[src/caf_pkg.sv]
package caf_pkg;

	localparam int NUM_FIELDS = 32;
	localparam int MAX_WIDTH  = 128;
	localparam int MAX_HEIGHT = 128;

	localparam int COL_W   = $clog2(MAX_WIDTH);
	localparam int ROW_W   = $clog2(MAX_HEIGHT);
	localparam int PLANE_W = $clog2(NUM_FIELDS);
	localparam int MAP_AW  = PLANE_W + ROW_W + COL_W;
	localparam int MAP_DEPTH = NUM_FIELDS * MAX_HEIGHT * MAX_WIDTH;

	localparam logic [15:0] ONE_Q15 = 16'd32768;

	localparam int QDEPTH = 8;
	localparam int QPTR_W = $clog2(QDEPTH);

	// register indexes of the configuration port
	localparam logic [2:0] REG_THRESHOLD = 3'd0;
	localparam logic [2:0] REG_FLOOR     = 3'd1;
	localparam logic [2:0] REG_STRIDE    = 3'd2;
	localparam logic [2:0] REG_WIDTH     = 3'd3;
	localparam logic [2:0] REG_HEIGHT    = 3'd4;
	localparam logic [2:0] REG_FIELDS    = 3'd5;

	localparam logic CMD_LOAD = 1'b0;
	localparam logic CMD_CELL = 1'b1;

	localparam logic DIR_FORWARD  = 1'b0;
	localparam logic DIR_BACKWARD = 1'b1;

	// effective (clamped) configuration
	typedef struct packed {
		logic [15:0] threshold;
		logic [15:0] floor_w;
		logic [6:0]  stride;
		logic [7:0]  width;
		logic [7:0]  height;
		logic [6:0]  fields;
	} caf_cfg_t;

	typedef logic signed [21:0] coord_t;

	typedef struct packed {
		logic [4:0]  field;
		logic        keep_fwd;
		logic        keep_bwd;
		logic [15:0] score_fwd;
		logic [15:0] score_bwd;
		coord_t [3:0] first;
		coord_t [3:0] second;
	} caf_rec_t;

	typedef struct packed {
		logic [QPTR_W:0] count;
		logic            not_empty;
	} caf_qstat_t;

	function automatic coord_t scale_coord(logic signed [15:0] v, logic [6:0] s);
		logic signed [23:0] p;
		p = v * $signed({1'b0, s});
		return p[21:0];
	endfunction

endpackage

[src/caf_queue.sv]
module caf_queue
	import caf_pkg::*;
(
	input  logic       clk,
	input  logic       arst_n,
	input  logic       push,
	input  caf_rec_t   push_rec,
	input  logic       pop,
	output caf_rec_t   head,
	output caf_qstat_t qstat
);
	caf_rec_t          slot_q [QDEPTH];
	logic [QPTR_W-1:0] wr_q, rd_q;
	logic [QPTR_W:0]   count_q;

	assign head            = slot_q[rd_q];
	assign qstat.count     = count_q;
	assign qstat.not_empty = count_q != '0;

	always_ff @(posedge clk) begin
		if (push) begin
			slot_q[wr_q] <= push_rec;
		end
	end

	always_ff @(posedge clk or negedge arst_n) begin
		if (!arst_n) begin
			wr_q    <= '0;
			rd_q    <= '0;
			count_q <= '0;
		end else begin
			if (push) begin
				wr_q <= wr_q + 1'b1;
			end
			if (pop) begin
				rd_q <= rd_q + 1'b1;
			end
			if (push && !pop) begin
				count_q <= count_q + 1'b1;
			end else if (pop && !push) begin
				count_q <= count_q - 1'b1;
			end
		end
	end
endmodule

[config.mk]
export PLATFORM = sky130hd
export DESIGN_NAME = caf_queue
export DESIGN_NICKNAME = d
export VERILOG_FILES = /design/src/caf_pkg.sv /design/src/caf_queue.sv
export SDC_FILE = /design/constraint.sdc
export NUM_CORES = 2
export LEC_CHECK = 0
export ABC_CLOCK_PERIOD_IN_PS = 28200
export BUFFER_PORTS_ARGS = -buffer_cell sky130_fd_sc_hd__buf_4
export CAP_MARGIN = 20
export CORE_ASPECT_RATIO = 0.75
export CORE_UTILIZATION = 31
export CTS_BUF_LIST = sky130_fd_sc_hd__clkbuf_4
export DETAILED_ROUTE_END_ITERATION = 6
export HOLD_SLACK_MARGIN = 0.1
export REMOVE_ABC_BUFFERS = 1
export SETUP_SLACK_MARGIN = 0.15
export SLEW_MARGIN = 20
export SYNTH_ARGS = -nofsm -noshare
export SYNTH_HDL_FRONTEND = slang
export SYNTH_SLANG_ARGS = --single-unit
[constraint.sdc]
create_clock -name clk -period 28.2 [get_ports clk]
set_input_delay 5.64 -clock clk [delete_from_list [all_inputs] [get_ports clk]]
set_output_delay 5.64 -clock clk [all_outputs]
set_load 0.1 [all_outputs]
# == Yosys cells after proc, flatten, opt, wreduce, memory -nomap -nowiden ==
# Memories as Yosys holds them, arrays and structs flattened.
# Cells that the tools add are included.
# op_classes
add_sub_neg,4
multipliers,0
div_mod_pow,0
order_cmp,0
n_eq_ne,0
shift,0
mux,4
n_bitwise,0
n_reduce_logical,6
# op_table
cell,n
2-to-1 mux 4 bit,2
adder 3 x 1 -> 3 bit (second input constant),2
adder 4 x 1 -> 4 bit (second input constant),1
nonzero test 4 bit,1
subtractor 4 x 1 -> 4 bit (second input constant),1
logical AND 1 bit,2
logical NOT 1 bit,2
2-to-1 mux 1 bit,2
nonzero test 2 bit,1
# word_totals
register_bits,10
latchBits,0
mem_bits_rw,1720
rom_bits,0
inputBits,219
output_inout_bits,220
wordCells,18
n_memories,1
# memory_table
name,depth,width,read_ports,rd_ports_with_merged_regs,wr,line,text
slot_q,8,215,1,0,1,caf_queue.sv:12,caf_rec_t slot_q [QDEPTH];

# == Longest topological paths before layout ==
# depth
word_depth,4
ltp_mapped,7
depth_no_buf,7

# == Least setup slack after synthesis ==
# No wires, ideal clock.
# synth_path
path_type,input to register
from,in push
to,mem slot_q[0][0] (netlist bit) (enable)
setup_time_ps,1053
arrival_ps,20204
t_required_ps,27147
path_slack_ps,6942
cell_stages,2
n_path_buf,0
cell_sequence,nand2b_1 nor3_1
# synth_via
elab_chain_len,2
# synth_lines
element,line,text
start: declaration,caf_queue.sv:6,"input logic push,"
2-to-1 mux 1 bit,caf_queue.sv:21,if (push) begin
2-to-1 mux 1 bit (implied by the code),caf_queue.sv:22,slot_q[wr_q] <= push_rec;
end: declaration,caf_queue.sv:12,
# No other way between the ends.

==> qor.csv <==
stage,metric,value,unit
run_status,status,"finished, final reports clean",
floorplan,fp.dieW,531.4,µm
timing,clock.fmax,78.41,MHz
clock_network,insertion_delay,1.20,ns
timing,min_period,12.75,ns
floorplan,die_area,0.2120,mm²
critical_path,critical_path_class,register to output pin,
clock_network,postCtsHoldBufs,0,
route,postRouteAntennaNets,0,
route,totalWireLength,138300,µm
timing,tightest_slew,1.054,ns
timing,drv_slew,0,
clock_network,numCtsBuffers,420,
critical_path,path_delay_family,buffers and inverters,
critical_path,critical-path-max-stage-delay,0.90,ns
yosys,yosys-top-cells-count,"edfxtp_1 (1720), mux4_2 (430), mux2_2 (218), buf_6 (43), clkbuf_1 (32)",
timing,tns,0,ns
critical_path,path_buf_inv,7,
hold_path,min_path_type,register to register,
yosys,synth_top_area_share,79.27,%
critical_path,cp_data_arrival_time,7.11,ns
clock_network,tritoncts,done,
timing,fin_ws,15.45,ns
global_routing,first_global_vias,31839,
yosys,yosysUniqueCellTypes,26,
clock_network,clockRootBuffer,clkbuf_4,
critical_path,cp_max_fo,48,
timing,rsz0062_at_grt,no,
clock_network,clock-sinks,1730,
floorplan,rows,145,
route,wl_per_cell,21.53,µm
critical_path,path_cells,"buf_4, buf_4, buf_4, buf_4, buf_16, buf_4, mux4_2, mux2_2, buf_4",
yosys,netlist_area,0.06516,mm²
floorplan,coreArea,0.2086,mm²
global_routing,overflow,0,
critical_path,start_kind,register,
yosys,synth-edff-count,1720,
floorplan,pin_count,439,
yosys,synthCells,2544,
critical_path,cp-end-kind,output pin,
critical_path,rrSetupSlack,24.20,ns
yosys,ys_warn_count,0,
clock_network,htree_num_levels,5,
yosys,synth-seq-area-share,79.65,%
yosys,yosysMostFrequentCell,edfxtp_1,
yosys,synth_seq_cells,1730,
route,drtPass1Iterations,5,
yosys,synth-async-reset-ratio,0.5780,%
critical_path,cp_data_required_time,22.56,ns
clock_network,clockBufferDepth,4,
floorplan,start_util,31.23,%
floorplan,die_h,399.0,µm
timing,slew_headroom,29.71,%
yosys,synthTopCellsByArea,"edfxtp_1 (79%), mux4_2 (15%), mux2_2 (3.8%), buf_6 (0.74%), dfrtp_1 (0.38%)",
route,drc,0,
critical_path,crit_slowest_cell,buf_4,
timing,period_share,45.23,%
clock_network,ctsResizeCount,0,
layout,nets,3569,
timing,skew,0.07736,ns
place,place_ws,16.12,ns
place,portBuffers,438,
global_routing,antenna_found_initial,17,
place,dp_hpwl,74610,µm
global_routing,grt_pass1_wl,203900,µm
place,place.gp.congestion,0.7072,
route,vias,29487,
flow_run,cap_violations,0,
layout,drive_gt1_share,49.21,%
route,drt_iter0_markers,2035,
yosys,syn_area_per_cell,25.61,µm²
clock_network,cts.repair_timing.setup_buffer_count,0,
critical_path,cpMostUsedCell,buf_4,
layout,syn_to_final_growth,17.95,%
timing,finalSetupViolCount,0,
yosys,synth-main-ff-cell,edfxtp_1,
clock_network,cts.clk_slew.worst_paths,0.07,ns
global_routing,grtUsageTotal,12.80,%
route,via_per_inst,4.592,
global_routing,grt_max_degree,86,
timing,hold_viol,0,
yosys,yosysTopAreaCell,edfxtp_1,
-- kinds of logic after synthesis --
kind of cell	after synthesis	share of synthesized area, %
mux	649	18.65
fa+ha+maj	6	0.1267
flops	1730	79.65
xor+xnor	6	0.08065
buf+inv	123	1.250
compound gates	6	0.06335
simple gates	24	0.1805
-- worst paths after layout --
check / start / to / cells past startpoint
max: rd_q[0] / head[44] / 9
min: count_q[2] / count_q[2] / 2
max reg2reg: wr_q[1] / slot_q[1][178] / 5
min reg2reg: count_q[2] / count_q[2] / 2
max in group asynchronous: arst_n / rd_q[0] / 1
min in group asynchronous: arst_n / wr_q[0] / 1
-- stage by stage --
stage               utilization [%]  hold slack (ns)  std cells  area [µm²]
finish                        36.84           0.5548       6422       76850
global route                  36.83           0.5956       6419       76850
CTS                           36.80           0.5622       6414       76780
detailed placement            34.36           0.5437       5713       71690
global placement              34.36           0.5226       5713       71690
floorplan                         -           0.5174       2423       64350
-- tightest hold or removal path, stage by stage, from the launching register on --
cell and delay (ns):
dfrtp_1 0.39, nand2_1 0.06, o21ai_0 0.07
-- placed cells by master, fill, tap and decap left out, drive strengths merged --
master / synthesis / final
mux4: 430 / 430
dfrtp: 10 / 10
or3: 1 / 1
xnor2: 4 / 4
inv: 2 / 4
nand3b: 1 / 1
a21oi: 2 / 2
nand2: 6 / 6
mux2: 218 / 218
clkinvlp: 0 / 3
bufinv: 0 / 6
clkbuf: 32 / 597
a2111o: 1 / 1
or4: 2 / 2
nand2b: 3 / 3
xor2: 2 / 2
mux2i: 1 / 1
buf: 89 / 499
o21ai: 1 / 1
diode: 0 / 6
nand3: 2 / 2
nor2: 6 / 6
edfxtp: 1720 / 1720
o211ai: 2 / 2
nor3: 3 / 3
fa: 1 / 1
ha: 5 / 5
clkinv: 0 / 93
-- state kept, by name (all words and copies together), names as in the netlist --
signal / cells
wr_q: 3
count_q: 4
slot_q: 1720
rd_q: 3
-- metal layers --
metal	up-vias	GRT usage, %	wire length (µm)
met5	-	0	164
met4	24	4.160	2646
met3	229	3.907	9374
met2	839	20.10	65790
met1	15526	16.95	60280
li1	12869	-	-
-- area by class of cell --
| type | count | area, µm² |
|---|---|---|
| diodes | 6 | 15.01 |
| flip-flops and latches | 1730 | 51910 |
| multi-input cells | 691 | 12500 |
| clock buffers | 597 | 4482 |
| inverters | 2 | 7.507 |
| fillers | 19070 | 131800 |
| clock inverters | 104 | 608.1 |
| repair buffers | 499 | 3836 |
| well taps | 2793 | 3495 |
Power is left out: the tool's default activity adds up to more than one toggle a clock period on the data nets, which glitch-free logic cannot reach.
