`src/caf_pkg.sv`:
```
package caf_pkg;

	localparam int NUM_FIELDS = 32;
	localparam int MAX_WIDTH  = 128;
	localparam int MAX_HEIGHT = 128;

	localparam int COL_W   = $clog2(MAX_WIDTH);
	localparam int ROW_W   = $clog2(MAX_HEIGHT);
	localparam int PLANE_W = $clog2(NUM_FIELDS);
	localparam int MAP_AW  = PLANE_W + ROW_W + COL_W;
	localparam int MAP_DEPTH = NUM_FIELDS * MAX_HEIGHT * MAX_WIDTH;

	localparam logic [15:0] ONE_Q15 = 16'd32768;

	localparam int QDEPTH = 8;
	localparam int QPTR_W = $clog2(QDEPTH);

	// register indexes of the configuration port
	localparam logic [2:0] REG_THRESHOLD = 3'd0;
	localparam logic [2:0] REG_FLOOR     = 3'd1;
	localparam logic [2:0] REG_STRIDE    = 3'd2;
	localparam logic [2:0] REG_WIDTH     = 3'd3;
	localparam logic [2:0] REG_HEIGHT    = 3'd4;
	localparam logic [2:0] REG_FIELDS    = 3'd5;

	localparam logic CMD_LOAD = 1'b0;
	localparam logic CMD_CELL = 1'b1;

	localparam logic DIR_FORWARD  = 1'b0;
	localparam logic DIR_BACKWARD = 1'b1;

	// effective (clamped) configuration
	typedef struct packed {
		logic [15:0] threshold;
		logic [15:0] floor_w;
		logic [6:0]  stride;
		logic [7:0]  width;
		logic [7:0]  height;
		logic [6:0]  fields;
	} caf_cfg_t;

	typedef logic signed [21:0] coord_t;

	typedef struct packed {
		logic [4:0]  field;
		logic        keep_fwd;
		logic        keep_bwd;
		logic [15:0] score_fwd;
		logic [15:0] score_bwd;
		coord_t [3:0] first;
		coord_t [3:0] second;
	} caf_rec_t;

	typedef struct packed {
		logic [QPTR_W:0] count;
		logic            not_empty;
	} caf_qstat_t;

	function automatic coord_t scale_coord(logic signed [15:0] v, logic [6:0] s);
		logic signed [23:0] p;
		p = v * $signed({1'b0, s});
		return p[21:0];
	endfunction

endpackage

```
`src/caf_if.sv`:
```


interface caf_assoc_if;
	logic               valid;
	logic               ready;
	logic               direction;
	logic [4:0]         field_out;
	logic [15:0]        score;
	logic signed [21:0] from_x;
	logic signed [21:0] from_y;
	logic signed [21:0] from_spread;
	logic signed [21:0] from_scale;
	logic signed [21:0] to_x;
	logic signed [21:0] to_y;
	logic signed [21:0] to_spread;
	logic signed [21:0] to_scale;
	logic               last;

	modport source (output valid, direction, field_out, score, from_x, from_y, from_spread,
		from_scale, to_x, to_y, to_spread, to_scale, last, input ready);
	modport sink (input valid, direction, field_out, score, from_x, from_y, from_spread,
		from_scale, to_x, to_y, to_spread, to_scale, last, output ready);
endinterface

```
`src/caf_back.sv`:
```
module caf_back
	import caf_pkg::*;
(
	input  logic       clk,
	input  logic       arst_n,
	input  caf_rec_t   head,
	input  caf_qstat_t qstat,
	output logic       pop,
	caf_assoc_if.source assocs
);
	logic valid_q;
	logic bwd_pending_q;
	logic load;
	logic emit_fwd;

	assign load     = (!valid_q || assocs.ready) && qstat.not_empty;
	assign emit_fwd = !bwd_pending_q && head.keep_fwd;
	assign pop      = load && !(emit_fwd && head.keep_bwd);
	assign assocs.valid = valid_q;

	always_ff @(posedge clk or negedge arst_n) begin
		if (!arst_n) begin
			valid_q       <= 1'b0;
			bwd_pending_q <= 1'b0;
		end else begin
			if (load) begin
				valid_q <= 1'b1;
			end else if (assocs.ready) begin
				valid_q <= 1'b0;
			end
			if (load) begin
				bwd_pending_q <= emit_fwd && head.keep_bwd;
			end
		end
	end

	always_ff @(posedge clk) begin
		if (load) begin
			assocs.field_out <= head.field;
			if (emit_fwd) begin
				assocs.direction   <= DIR_FORWARD;
				assocs.score       <= head.score_fwd;
				assocs.from_x      <= head.first[0];
				assocs.from_y      <= head.first[1];
				assocs.from_spread <= head.first[2];
				assocs.from_scale  <= head.first[3];
				assocs.to_x        <= head.second[0];
				assocs.to_y        <= head.second[1];
				assocs.to_spread   <= head.second[2];
				assocs.to_scale    <= head.second[3];
				assocs.last        <= !head.keep_bwd;
			end else begin
				assocs.direction   <= DIR_BACKWARD;
				assocs.score       <= head.score_bwd;
				assocs.from_x      <= head.second[0];
				assocs.from_y      <= head.second[1];
				assocs.from_spread <= head.second[2];
				assocs.from_scale  <= head.second[3];
				assocs.to_x        <= head.first[0];
				assocs.to_y        <= head.first[1];
				assocs.to_spread   <= head.first[2];
				assocs.to_scale    <= head.first[3];
				assocs.last        <= 1'b1;
			end
		end
	end
endmodule

```
`src/flat_wrapper.sv`:
```
// flat-port wrapper written by rule: the top's interface ports become plain ports
module caf_back_flat import caf_pkg::*;
  (clk, arst_n, head, qstat, pop, assocs_valid, assocs_direction, assocs_field_out, assocs_score, assocs_from_x, assocs_from_y, assocs_from_spread, assocs_from_scale, assocs_to_x, assocs_to_y, assocs_to_spread, assocs_to_scale, assocs_last, assocs_ready);
  caf_assoc_if assocs_i ();
  input  logic clk;
  input  logic arst_n;
  input  caf_rec_t head;
  input  caf_qstat_t qstat;
  output logic pop;
  output wire logic [$bits(assocs_i.valid)-1:0] assocs_valid;
  output wire logic [$bits(assocs_i.direction)-1:0] assocs_direction;
  output wire logic [$bits(assocs_i.field_out)-1:0] assocs_field_out;
  output wire logic [$bits(assocs_i.score)-1:0] assocs_score;
  output wire logic [$bits(assocs_i.from_x)-1:0] assocs_from_x;
  output wire logic [$bits(assocs_i.from_y)-1:0] assocs_from_y;
  output wire logic [$bits(assocs_i.from_spread)-1:0] assocs_from_spread;
  output wire logic [$bits(assocs_i.from_scale)-1:0] assocs_from_scale;
  output wire logic [$bits(assocs_i.to_x)-1:0] assocs_to_x;
  output wire logic [$bits(assocs_i.to_y)-1:0] assocs_to_y;
  output wire logic [$bits(assocs_i.to_spread)-1:0] assocs_to_spread;
  output wire logic [$bits(assocs_i.to_scale)-1:0] assocs_to_scale;
  output wire logic [$bits(assocs_i.last)-1:0] assocs_last;
  input wire logic [$bits(assocs_i.ready)-1:0] assocs_ready;
  assign assocs_valid = assocs_i.valid;
  assign assocs_direction = assocs_i.direction;
  assign assocs_field_out = assocs_i.field_out;
  assign assocs_score = assocs_i.score;
  assign assocs_from_x = assocs_i.from_x;
  assign assocs_from_y = assocs_i.from_y;
  assign assocs_from_spread = assocs_i.from_spread;
  assign assocs_from_scale = assocs_i.from_scale;
  assign assocs_to_x = assocs_i.to_x;
  assign assocs_to_y = assocs_i.to_y;
  assign assocs_to_spread = assocs_i.to_spread;
  assign assocs_to_scale = assocs_i.to_scale;
  assign assocs_last = assocs_i.last;
  assign assocs_i.ready = assocs_ready;
  caf_back u_core (.clk(clk), .arst_n(arst_n), .head(head), .qstat(qstat), .pop(pop), .assocs(assocs_i));
endmodule
```
`config.mk`:
```
export PLATFORM = sky130hd
export DESIGN_NAME = caf_back_flat
export DESIGN_NICKNAME = d
export VERILOG_FILES = /design/src/caf_pkg.sv /design/src/caf_if.sv /design/src/caf_back.sv /design/src/flat_wrapper.sv
export SDC_FILE = /design/constraint.sdc
export NUM_CORES = 1
export LEC_CHECK = 0
export ABC_AREA = 1
export ABC_CLOCK_PERIOD_IN_PS = 22100
export BUFFER_PORTS_ARGS = -buffer_cell sky130_fd_sc_hd__buf_2
export CAP_MARGIN = 25
export CORE_AREA = 2 2 165 167
export CTS_BUF_LIST = sky130_fd_sc_hd__clkbuf_8 sky130_fd_sc_hd__clkbuf_16
export DETAILED_ROUTE_END_ITERATION = 6
export DIE_AREA = 0 0 167 169
export PLACE_DENSITY = 0.7
export REMOVE_ABC_BUFFERS = 1
export SLEW_MARGIN = 40
export SYNTH_ARGS = -nofsm -noshare
export SYNTH_HDL_FRONTEND = slang
export SYNTH_SLANG_ARGS = --single-unit
```
`constraint.sdc`:
```
create_clock -name clk -period 22.1 [get_ports clk]
set_input_delay 1.105 -clock clk [delete_from_list [all_inputs] [get_ports clk]]
set_output_delay 1.105 -clock clk [all_outputs]
set_load 0.02 [all_outputs]
```
# Yosys cells after proc, flatten, opt, wreduce, memory -nomap -nowiden
# Cells that the tools add are included.
# totals
register_bits,201
in_bits,223
out_inout_bits,201
# classes
n_mux,12
n_reduce_logical,10
# ops
operator,n
two-way mux 22 bit,8
two-way mux 16 bit,1
logical AND 1 bit,4
logical NOT 1 bit,4
two-way mux 1 bit,3
nonzero test 2 bit,1
logical OR 1 bit,1

# Longest topological paths before layout
# Gate-level depths: netlist of the first run.
# depth
depth_word,5
ltp_mapped,7
mapped_depth_nobuf,5

# Least setup slack after synthesis of the first run
# No wires, ideal clock.
# synth_path
path_kind,input port to flip-flop
start,input port qstat[0] (netlist name)
end,"register u_core.assocs.direction, enable pin"
setup_ps,826
arrival_ps,10734
required_ps,21274
slack_ps,10540
cell_stages,2
path_buffers,0
cell_sequence,inv_1 a21oi_1
# synth_via
elab_chain_cells,1
# synth_rtl
item,line,rtl
start: declaration,flat_wrapper.sv:8,input caf_qstat_t qstat;
logical AND 1 bit,caf_back.sv:16,assign load = (!valid_q || assocs.ready) && qstat.not_empty;
net u_core.load,caf_back.sv:13,logic load;
end signal: assignment,caf_back.sv:41,assocs.direction <= DIR_FORWARD;
end signal: assignment,caf_back.sv:53,assocs.direction <= DIR_BACKWARD;
end: declaration,caf_if.sv:19,"modport source (output valid, direction, field_out, score, from_x, from_y, from_spread,"
# The timed path passes the listed nets, and every way through them passes these cells.
# A chain may end at the register's enable or synchronous reset.

# Final worst setup path of the first run
# layout_path
start,input port head[209] (netlist name)
end,output port pop
# layout_via
elab_chain_cells,4
# layout_rtl
item,line,rtl
start: declaration,flat_wrapper.sv:7,input caf_rec_t head;
logical AND 1 bit,caf_back.sv:17,assign emit_fwd = !bwd_pending_q && head.keep_fwd;
logical AND 1 bit,caf_back.sv:18,assign pop = load && !(emit_fwd && head.keep_bwd);
logical NOT 1 bit,caf_back.sv:18,
logical AND 1 bit,caf_back.sv:18,
end: declaration,flat_wrapper.sv:9,output logic pop;
# Every way passes these cells.

==> summary.md, run 1 <==
| Metric | Value |
|---|---|
| Leak | 0.00539 µW |
| Setup crit end | pop |
| Register area share after synthesis | 68.6% |
| H-tree depth | 1 |
| HPWL Detailed | 17,400 µm |
| Startpoint types | primary input |
| Synth top area cells | edfxtp_1 (68%), nand2_1 (9.8%), o21ai_2 (7.2%) |
| Top-count cell post-synth | nand2_1 |
| EDFF count, synth | 199 |
| Vias | 6,872 |
| Worst Tran Pin Value | 0.783 ns |
| R2R setup slack | 19.30 ns |
| Avg WL per Cell | 15.9 µm |
| Syn Inst Count | 747 |
| Largest net degree at the start of global routing | 119 |
| Hold violation count in the final report | 0 |
| Area of the die | 28,200 µm² |
| Reg-to-reg endpoint | u_core.assocs.to_scale[15] |
| Die span in y | 169 µm |
| Vias in the first global route | 6,688 |
| IO Pins | 424 |
| Drc violations | 0 |
| First-pass GRT wire length | 35,900 µm |
| Peak VDD IR | 63.7 µV |
| MaxCap Viol Count | 0 |
| Core ar. | 26,500 µm² |
| RD Place Congestion | 0.772 |
| Area fraction of the dominant cell type after synthesis | 68.0% |
| Total CTS buffers | 22 |
| Post-synth top cells | nand2_1 (230), edfxtp_1 (199), inv_1 (92) |
| Area grow syn2layout | 34.1% |
| DIE WIDTH | 167 µm |
| Sinks on the clock net | 201 |
| Outcome | finished clean |
| Power per Cell Area | 86.1 nW/µm² |
| Yosys top cell by area | edfxtp_1 |
| Share of post-route cells with drive strength above 1 | 45.3% |
| Bufs on Longest Clock Path | 3 |
| Vias/cell | 4.54 |
| # nets final | 1,376 |
| Starting density of the core | 33.1% |
| Period utilization | 17.2% |
| Worst r2r src | u_core.bwd_pending_q |
| CTS Hold Bufs | 0 |
| Post-CTS Resized | 0 |
| Achievable Freq | 264 MHz |
| Post-Syn Area | 8780 µm² |
| Gr ovfl total | 0 |
| Top_reg_cell synth | edfxtp_1 |
| Detail Route Antenna Nets | 0 |
| Type of the worst setup path | in2out |
| Cell variety after synth | 15 |
| Critical Path Source | head[209] |
| DRT iter0 DRCs | 609 |
| Crit end category | output port |
| Final setup skew | 0.00985 ns |
| Syn. warnings | 0 |
| Final Setup Violations | 0 |
| Avg Synthesized Cell Area | 11.8 µm² |
| Async S/R FF share, synth | 0.995% |
| RSZ-0062 raised after global routing | false |
| Pre-CTS setup slack | 18.00 ns |
| Clk Latency, worst-skew pair | 0.50 ns |
| Tmin final | 3.79 ns |
| Clock-pin slew on the worst setup and hold paths | 0.06 ns |
| Input/output buffers | 419 |
| Yosys reg bits | 201 |
| Root buffer cell | clkbuf_16 |
| PnR worst setup slack | 18.31 ns |
| Worst relative slew slack | 47.8% |
| Number of setup buffers added after CTS | 0 |
| Setup TNS | 0 ns |
| All-Layer GR Usage | 16.1% |
| Fin util | 44.5% |
| R2R cell count | 6 |
| Hold crit path type | in2async |
| Crit Path Max Fanout | 103 |
| CTS tree | built |
| CP arrival | 2.69 ns |
| Initial antenna violation count | 4 |
| Routed WL | 24,100 µm |
| Drt pass-1 iters | 5 |
| Max Slew Vio Count | 0 |
| CP required | 21.00 ns |
| Row Count | 60 |
==> power by group <==
group | switching (µW) | internal (µW) | total [µW]
Combinational | 112 | 52.9 | 165
Sequential | 7.19 | 460 | 467
Clock | 149 | 234 | 383
Total | 268 | 747 | 1010
==> metrics by stage <==
step / std cells / area, µm² / hold slack [ns] / total power (µW)
floorplan: 705 / 8420 / 0.469 / 581
global placement: 1470 / 11000 / 0.489 / 637
detailed placement: 1470 / 11000 / 0.501 / 642
CTS: 1510 / 11800 / 0.360 / 1030
global route: 1511 / 11800 / 0.364 / 1060
finish: 1513 / 11800 / 0.388 / 1010
==> worst min-delay path by stage <==
stage | start | end | slack (ns) | depth (start not counted)
4_1_cts | arst_n | u_core.assocs.valid | 0.36 | 1
5_1_grt | arst_n | u_core.bwd_pending_q | 0.36 | 1
2_1_floorplan | u_core.bwd_pending_q | u_core.bwd_pending_q | 0.47 | 2
3_5_place_dp | u_core.bwd_pending_q | u_core.bwd_pending_q | 0.50 | 2
6_report | arst_n | u_core.bwd_pending_q | 0.39 | 1
3_3_place_gp | u_core.bwd_pending_q | u_core.bwd_pending_q | 0.49 | 2
==> cell usage in the layout (no fill, tap or decap) <==
master	n
a21oi_4	1
buf_2	419
buf_4	1
buf_6	4
bufinv_16	4
clkbuf_16	23
clkinv_1	7
clkinv_2	1
clkinvlp_4	2
dfrtp_1	2
diode_2	3
edfxtp_1	199
inv_1	95
inv_2	1
inv_8	1
nand2_1	230
nand2_8	1
nor2_1	2
o21ai_0	77
o21ai_1	27
o21ai_2	72
==> state kept, by name, summed over array words and instances, names as in the netlist <==
signal,flops
u_core.assocs.direction,1
u_core.assocs.field_out,5
u_core.assocs.from_scale,22
u_core.assocs.from_spread,22
u_core.assocs.from_x,22
u_core.assocs.from_y,22
u_core.assocs.last,1
u_core.assocs.score,16
u_core.assocs.to_scale,22
u_core.assocs.to_spread,22
u_core.assocs.to_x,22
u_core.assocs.to_y,22
u_core.assocs.valid,1
u_core.bwd_pending_q,1
==> logic make-up after synthesis <==
kind of cell	after synthesis	synth area share (%)
simple gates	233	10.0
flops	201	68.6
compound gates	177	13.2
buf+inv	136	8.19
==> metal layers <==
layer | up-vias | track usage [%] | part of all wire, %
li1 | 3336 | - | -
met1 | 3169 | 18.1 | 37
met2 | 315 | 28.5 | 50
met3 | 50 | 5.40 | 9.9
met4 | 2 | 5.73 | 3.0
met5 | - | 0 | 0.054
==> layout make-up <==
| type | count | area (µm²) |
|---|---|---|
| clock inverters | 17 | 178 |
| well taps | 341 | 427 |
| inverters | 94 | 360 |
| diodes | 3 | 7.51 |
| clock buffers | 23 | 576 |
| fillers | 2509 | 14700 |
| multi-input cells | 410 | 2060 |
| repair buffers | 424 | 2150 |
| flip-flops and latches | 201 | 6030 |
==> worst max-delay path: stages <==
cell and delay [ns]:
buf_2 0.13, nand2_8 0.40, buf_6 0.57, nor2_1 0.15, nor2_1 0.11, buf_2 0.17
No activity file was read; power rests on OpenSTA's default activity.
==> run 2, diff against run 1 <==
- ABC_CLOCK_PERIOD_IN_PS: 22100 -> 3050
- PLACE_DENSITY: 0.7 -> 0.72
- clock period: 22.1 -> 3.05 ns (I/O delays scaled with it)
==> run 2 against run 1 <==
  * Clock skew up 0.0036 ns
  * Global-route usage increased by 2.4 points
  * Critical path depth unchanged
  * First-iteration DRC count rose by 35%
  * Via count up 18%
  * Critical endpoint is now u_core.assocs.to_spread[10]
  * Largest cell class unchanged
==> summary.md, run 2 (synthesis results as in run 1) <==
| Metric | Value |
|---|---|
| Outcome | finished clean |
| Startpoint types | flip-flop |
| Share of post-route cells with drive strength above 1 | 37.8% |
| Leak | 0.00645 µW |
| Power per Cell Area | 539 nW/µm² |
| Tmin final | 2.61 ns |
| Die span in y | 169 µm |
| Comb pwr share | 20.8% |
| IO Pins | 424 |
| Type of the worst setup path | reg2reg |
| Largest net degree at the start of global routing | 110 |
| Total CTS buffers | 24 |
| # nets final | 1,616 |
| Input/output buffers | 419 |
| CTS tree | built |
| Max Slew Vio Count | 0 |
| DRT iter0 DRCs | 825 |
| PnR worst setup slack | 0.440 ns |
| Area of the die | 28,200 µm² |
| Drc violations | 0 |
| Gr ovfl total | 0 |
| Clock-pin slew on the worst setup and hold paths | 0.06 ns |
| CP arrival | 2.88 ns |
| RSZ-0062 raised after global routing | false |
| Drt pass-1 iters | 5 |
| Vias in the first global route | 8,229 |
| P_int | 5570 µW |
| Core ar. | 26,500 µm² |
| MaxCap Viol Count | 0 |
| Clk pwr share | 34.9% |
| HPWL Detailed | 17,300 µm |
| Psw | 2080 µW |
| H-tree depth | 1 |
| Period utilization | 85.6% |
| CP required | 3.32 ns |
| Crit Path Max Fanout | 71 |
| Hold violation count in the final report | 0 |
| Most common cell after layout, fill and taps aside | buf_2 |
| Bufs on Longest Clock Path | 3 |
| Peak VDD IR | 430 µV |
| Hold crit path type | in2reg |
| Storage element area | 6030 µm² |
| Multi-input gate area in the final layout | 2060 µm² |
| Pre-CTS setup slack | 1.05 ns |
| Avg WL per Cell | 16.0 µm |
| Sequential Power Share | 44.3% |
| Vias/cell | 4.62 |
| Initial antenna violation count | 2 |
| Achievable Freq | 383 MHz |
| Post-CTS Resized | 0 |
| Clk Latency, worst-skew pair | 0.52 ns |
| RD Place Congestion | 0.819 |
| Starting density of the core | 33.1% |
| Root buffer cell | clkbuf_16 |
| Final-layout fill cell count | 2,183 |
| Row Count | 60 |
| Worst Tran Pin Value | 0.654 ns |
| Most frequent cells in the layout | buf_2 (419), dlygate4sd3_1 (234), nand2_1 (230) |
| Crit end category | flip-flop |
| R2R setup slack | 0.44 ns |
| Detail Route Antenna Nets | 0 |
| Final setup skew | 0.0134 ns |
| Area grow syn2layout | 61.5% |
| All-Layer GR Usage | 18.5% |
| Design Power | 7650 µW |
| Worst relative slew slack | 56.4% |
| Switching share of power | 27.2% |
| Number of setup buffers added after CTS | 0 |
| Vias | 8,085 |
| First-pass GRT wire length | 41,600 µm |
| Sinks on the clock net | 201 |
| Routed WL | 28,000 µm |
| Final Setup Violations | 0 |
| DIE WIDTH | 167 µm |
-- run 2: changes by cell type in the layout (fill, tap and decap cells not counted) --
cell           previous run  this run
dlygate4sd3_1             0       234
buf_12                    0         6
inv_1                    95       100
buf_6                     4         0
bufinv_16                 4         1
buf_4                     1         3
clkbuf_16                23        25
clkinv_1                  7         5
clkinvlp_4                2         0
diode_2                   3         1
clkinv_4                  0         1
inv_8                     1         2
-- run 2: power groups by stage --
stage,combinational [µW],sequential (µW),clock (µW)
after CTS,1570,3380,2720
after detailed placement,1240,3440,0
after global placement,1200,3430,0
after global routing,1710,3400,2860
after floorplan,445,3770,0
final,1590,3390,2670
-- run 2: timing repair --
action,in CTS,in global routing
endpoints found under the hold margin,196,0
hold buffers,234,0
endpoints found under the setup margin,0,0
-- run 2: critical path, cell delays in order, from the launching register on --
cell and delay [ns]:
dfrtp_1 0.40, inv_2 0.11, nand2_8 0.22, inv_8 0.49
buf_4 0.39, o21ai_2 0.07, dlygate4sd3_1 0.56
-- run 2: final timing paths --
kind | endpoint | cells past startpoint | start
setup / recovery | u_core.assocs.to_spread[10] | 6 | u_core.bwd_pending_q
hold / removal | u_core.assocs.to_x[7] | 3 | head[95]
setup reg to reg | u_core.assocs.to_spread[10] | 6 | u_core.bwd_pending_q
hold reg to reg | u_core.bwd_pending_q | 2 | u_core.bwd_pending_q
max in group asynchronous | u_core.assocs.valid | 3 | arst_n
min in group asynchronous | u_core.bwd_pending_q | 3 | arst_n
-- run 2: routing by layer --
layer | vias up | share of wire, % | track usage [%]
li1 | 3811 | - | -
met1 | 3722 | 35 | 19.9
met2 | 450 | 50 | 32.9
met3 | 100 | 9.6 | 5.80
met4 | 2 | 4.5 | 8.92
met5 | - | 0.046 | 0
-- run 2: area by class of cell --
class	instances	area share [%]
clock buffers	25	4.41
clock inverters	17	0.732
multi-input cells	410	14.5
flip-flops and latches	201	42.5
well taps	341	3.01
repair buffers	662	32.3
inverters	94	2.54
diodes	1	0.0176
-- run 2: metrics by stage --
| step | area, µm² | utilization (%) | setup TNS (ns) | hold WS (ns) | std cells |
|---|---|---|---|---|---|
| floorplan | 8420 | - | -1652.55 | -0.143 | 705 |
| global placement | 11100 | 41.9 | 0 | -0.0558 | 1474 |
| detailed placement | 11100 | 41.9 | 0 | -0.0552 | 1474 |
| CTS | 14200 | 53.5 | 0 | 0.00111 | 1750 |
| global route | 14200 | 53.5 | 0 | 0.00328 | 1751 |
| finish | 14200 | 53.5 | 0 | 0.00846 | 1751 |
==> run 3, diff against run 2 <==
- ABC_CLOCK_PERIOD_IN_PS: 3050 -> 3000
- BUFFER_PORTS_ARGS: -buffer_cell sky130_fd_sc_hd__buf_2 -> -buffer_cell sky130_fd_sc_hd__clkbuf_2
- PLACE_DENSITY: 0.72 -> 0.7
- clock period: 3.05 -> 3 ns (I/O delays scaled with it)
==> run 3 against run 2 <==
  * Wire length is 1.7% lower
  * Largest power group unchanged
  * Critical path depth stayed put
  * Clock skew is 0.0028 ns lower
  * Highest routed layer is now met4
  * Clock power is 17% higher
  * Largest cell class unchanged
  * Die area stayed put
  * Design area is 0.99% higher
==> summary.md, run 3 (synthesis results as in run 1) <==
| Metric | Value |
|---|---|
| Pre-CTS setup slack | 1.21 ns |
| Largest net degree at the start of global routing | 131 |
| Hold crit path type | in2reg |
| Fin util | 54.1% |
| R2R setup slack | 0.76 ns |
| Routed WL | 27,500 µm |
| Vias/cell | 4.55 |
| Slowest stage delay, CP | 0.57 ns |
| Crit Path Max Fanout | 72 |
| DIE WIDTH | 167 µm |
| Hold violation count in the final report | 0 |
| Root buffer cell | clkbuf_16 |
| Avg WL per Cell | 15.6 µm |
| Area of the die | 28,200 µm² |
| Initial antenna violation count | 2 |
| # nets final | 1,618 |
| Post-CTS Resized | 0 |
| Most common cell after layout, fill and taps aside | clkbuf_2 |
| H-tree depth | 1 |
| Outcome | finished clean |
| Leak | 0.00658 µW |
| Final std cell area, no fill | 14,300 µm² |
| First-pass GRT wire length | 41,900 µm |
| MaxCap Viol Count | 0 |
| Startpoint types | flip-flop |
| All-Layer GR Usage | 18.6% |
| CTS tree | built |
| Type of the worst setup path | reg2reg |
| Power per Cell Area | 571 nW/µm² |
| HPWL Detailed | 17,600 µm |
| Detail Route Antenna Nets | 0 |
| Max Slew Vio Count | 0 |
| Bufs on Longest Clock Path | 3 |
| Worst Tran Pin Value | 0.831 ns |
| R2R cell count | 6 |
| RD Place Congestion | 0.788 |
| Storage element area | 6030 µm² |
| Slowest CP cell | dlygate4sd3_1 |
| Area grow syn2layout | 63.1% |
| Setup crit end | u_core.assocs.to_spread[5] |
| Period utilization | 74.6% |
| Crit end category | flip-flop |
| Critical Path, Cell by Cell | inv_2, nand2_8, inv_8, buf_4, o21ai_2, dlygate4sd3_1 |
| Sinks on the clock net | 201 |
| Hold_ws | 0.0154 ns |
| Vias | 7,994 |
| Number of setup buffers added after CTS | 0 |
| Worst r2r src | u_core.bwd_pending_q |
| WP buf/inv | 4 |
| CP required | 3.25 ns |
| Die span in y | 169 µm |
| Vias in the first global route | 8,282 |
| Starting density of the core | 33.1% |
| Reg-to-reg endpoint | u_core.assocs.to_spread[5] |
| Final Setup Violations | 0 |
| Drc violations | 0 |
| Dpl cell area | 11,100 µm² |
| Hold path startpoint | head[121] |
| Peak VDD IR | 417 µV |
| Tmin final | 2.24 ns |
| CP arrival | 2.49 ns |
| Total CTS buffers | 24 |
| RSZ-0062 raised after global routing | false |
| Achievable Freq | 447 MHz |
| IO Pins | 424 |
| Core ar. | 26,500 µm² |
| Share of post-route cells with drive strength above 1 | 38.6% |
| Gr ovfl total | 0 |
| Multi-input gate area in the final layout | 2060 µm² |
| Most frequent cells in the layout | clkbuf_2 (419), dlygate4sd3_1 (235), nand2_1 (230) |
| Row Count | 60 |
| Clk Latency, worst-skew pair | 0.51 ns |
| Final setup skew | 0.0106 ns |
| CP top delay family | buffers and inverters |
| Stages on worst setup path | 6 |
| Clock-pin slew on the worst setup and hold paths | 0.06 ns |
| Drt pass-1 iters | 5 |
| Critical Path Source | u_core.bwd_pending_q |
| DRT iter0 DRCs | 642 |
| Worst relative slew slack | 44.6% |
| Input/output buffers | 419 |
| Final-layout fill cell count | 2,197 |
| PnR worst setup slack | 0.761 ns |
==> run 3: area by class of cell <==
class / count / area share [%]
timing repair buffer: 664 / 32.0
inverter: 94 / 2.52
tap: 341 / 2.98
clock buffer: 25 / 4.37
sequential: 201 / 42.1
clock inverter: 19 / 1.62
antenna: 2 / 0.0349
multi-input combinational: 410 / 14.4
==> run 3: metrics by stage <==
stage | power [µW] | TNS [ns] | instances
6_report | 8180 | 0 | 1756
5_1_grt | 8520 | 0 | 1754
4_1_cts | 8250 | 0 | 1754
3_5_place_dp | 4760 | 0 | 1475
3_3_place_gp | 4720 | 0 | 1475
2_1_floorplan | 4280 | -1667.75 | 705
==> run 3: report_power, final <==
group          internal [µW]  switching, µW  total (µW)
sequential              3390           70.0        3460
combinational            690            905        1600
clock                   1950           1180        3130
total                   6030           2160        8180
==> run 3: worst min path at each step <==
stage / slack, ns / to / depth (start not counted)
after CTS: 0.0003 / u_core.assocs.from_x[14] / 3
after global placement: -0.05 / u_core.assocs.valid / 1
final: 0.02 / u_core.assocs.from_y[11] / 3
after detailed placement: -0.05 / u_core.assocs.valid / 1
after global routing: 0.02 / u_core.assocs.to_y[18] / 3
after floorplan: -0.15 / u_core.assocs.valid / 0
==> run 3: routing by layer <==
layer,track usage (%),share of wire (%)
met1,20.1,36
met2,33.8,51
met3,5.17,8.5
met4,8.28,4.1
met5,0,0
==> run 3: repair_timing <==
item	in CTS	in global routing
endpoints found under the hold margin	199	0
endpoints found under the setup margin	0	0
hold buffers	235	0
==> run 3: tightest hold or removal path: stages <==
cell,delay (ns)
clkbuf_2,0.08
inv_1,0.05
o21ai_1,0.13
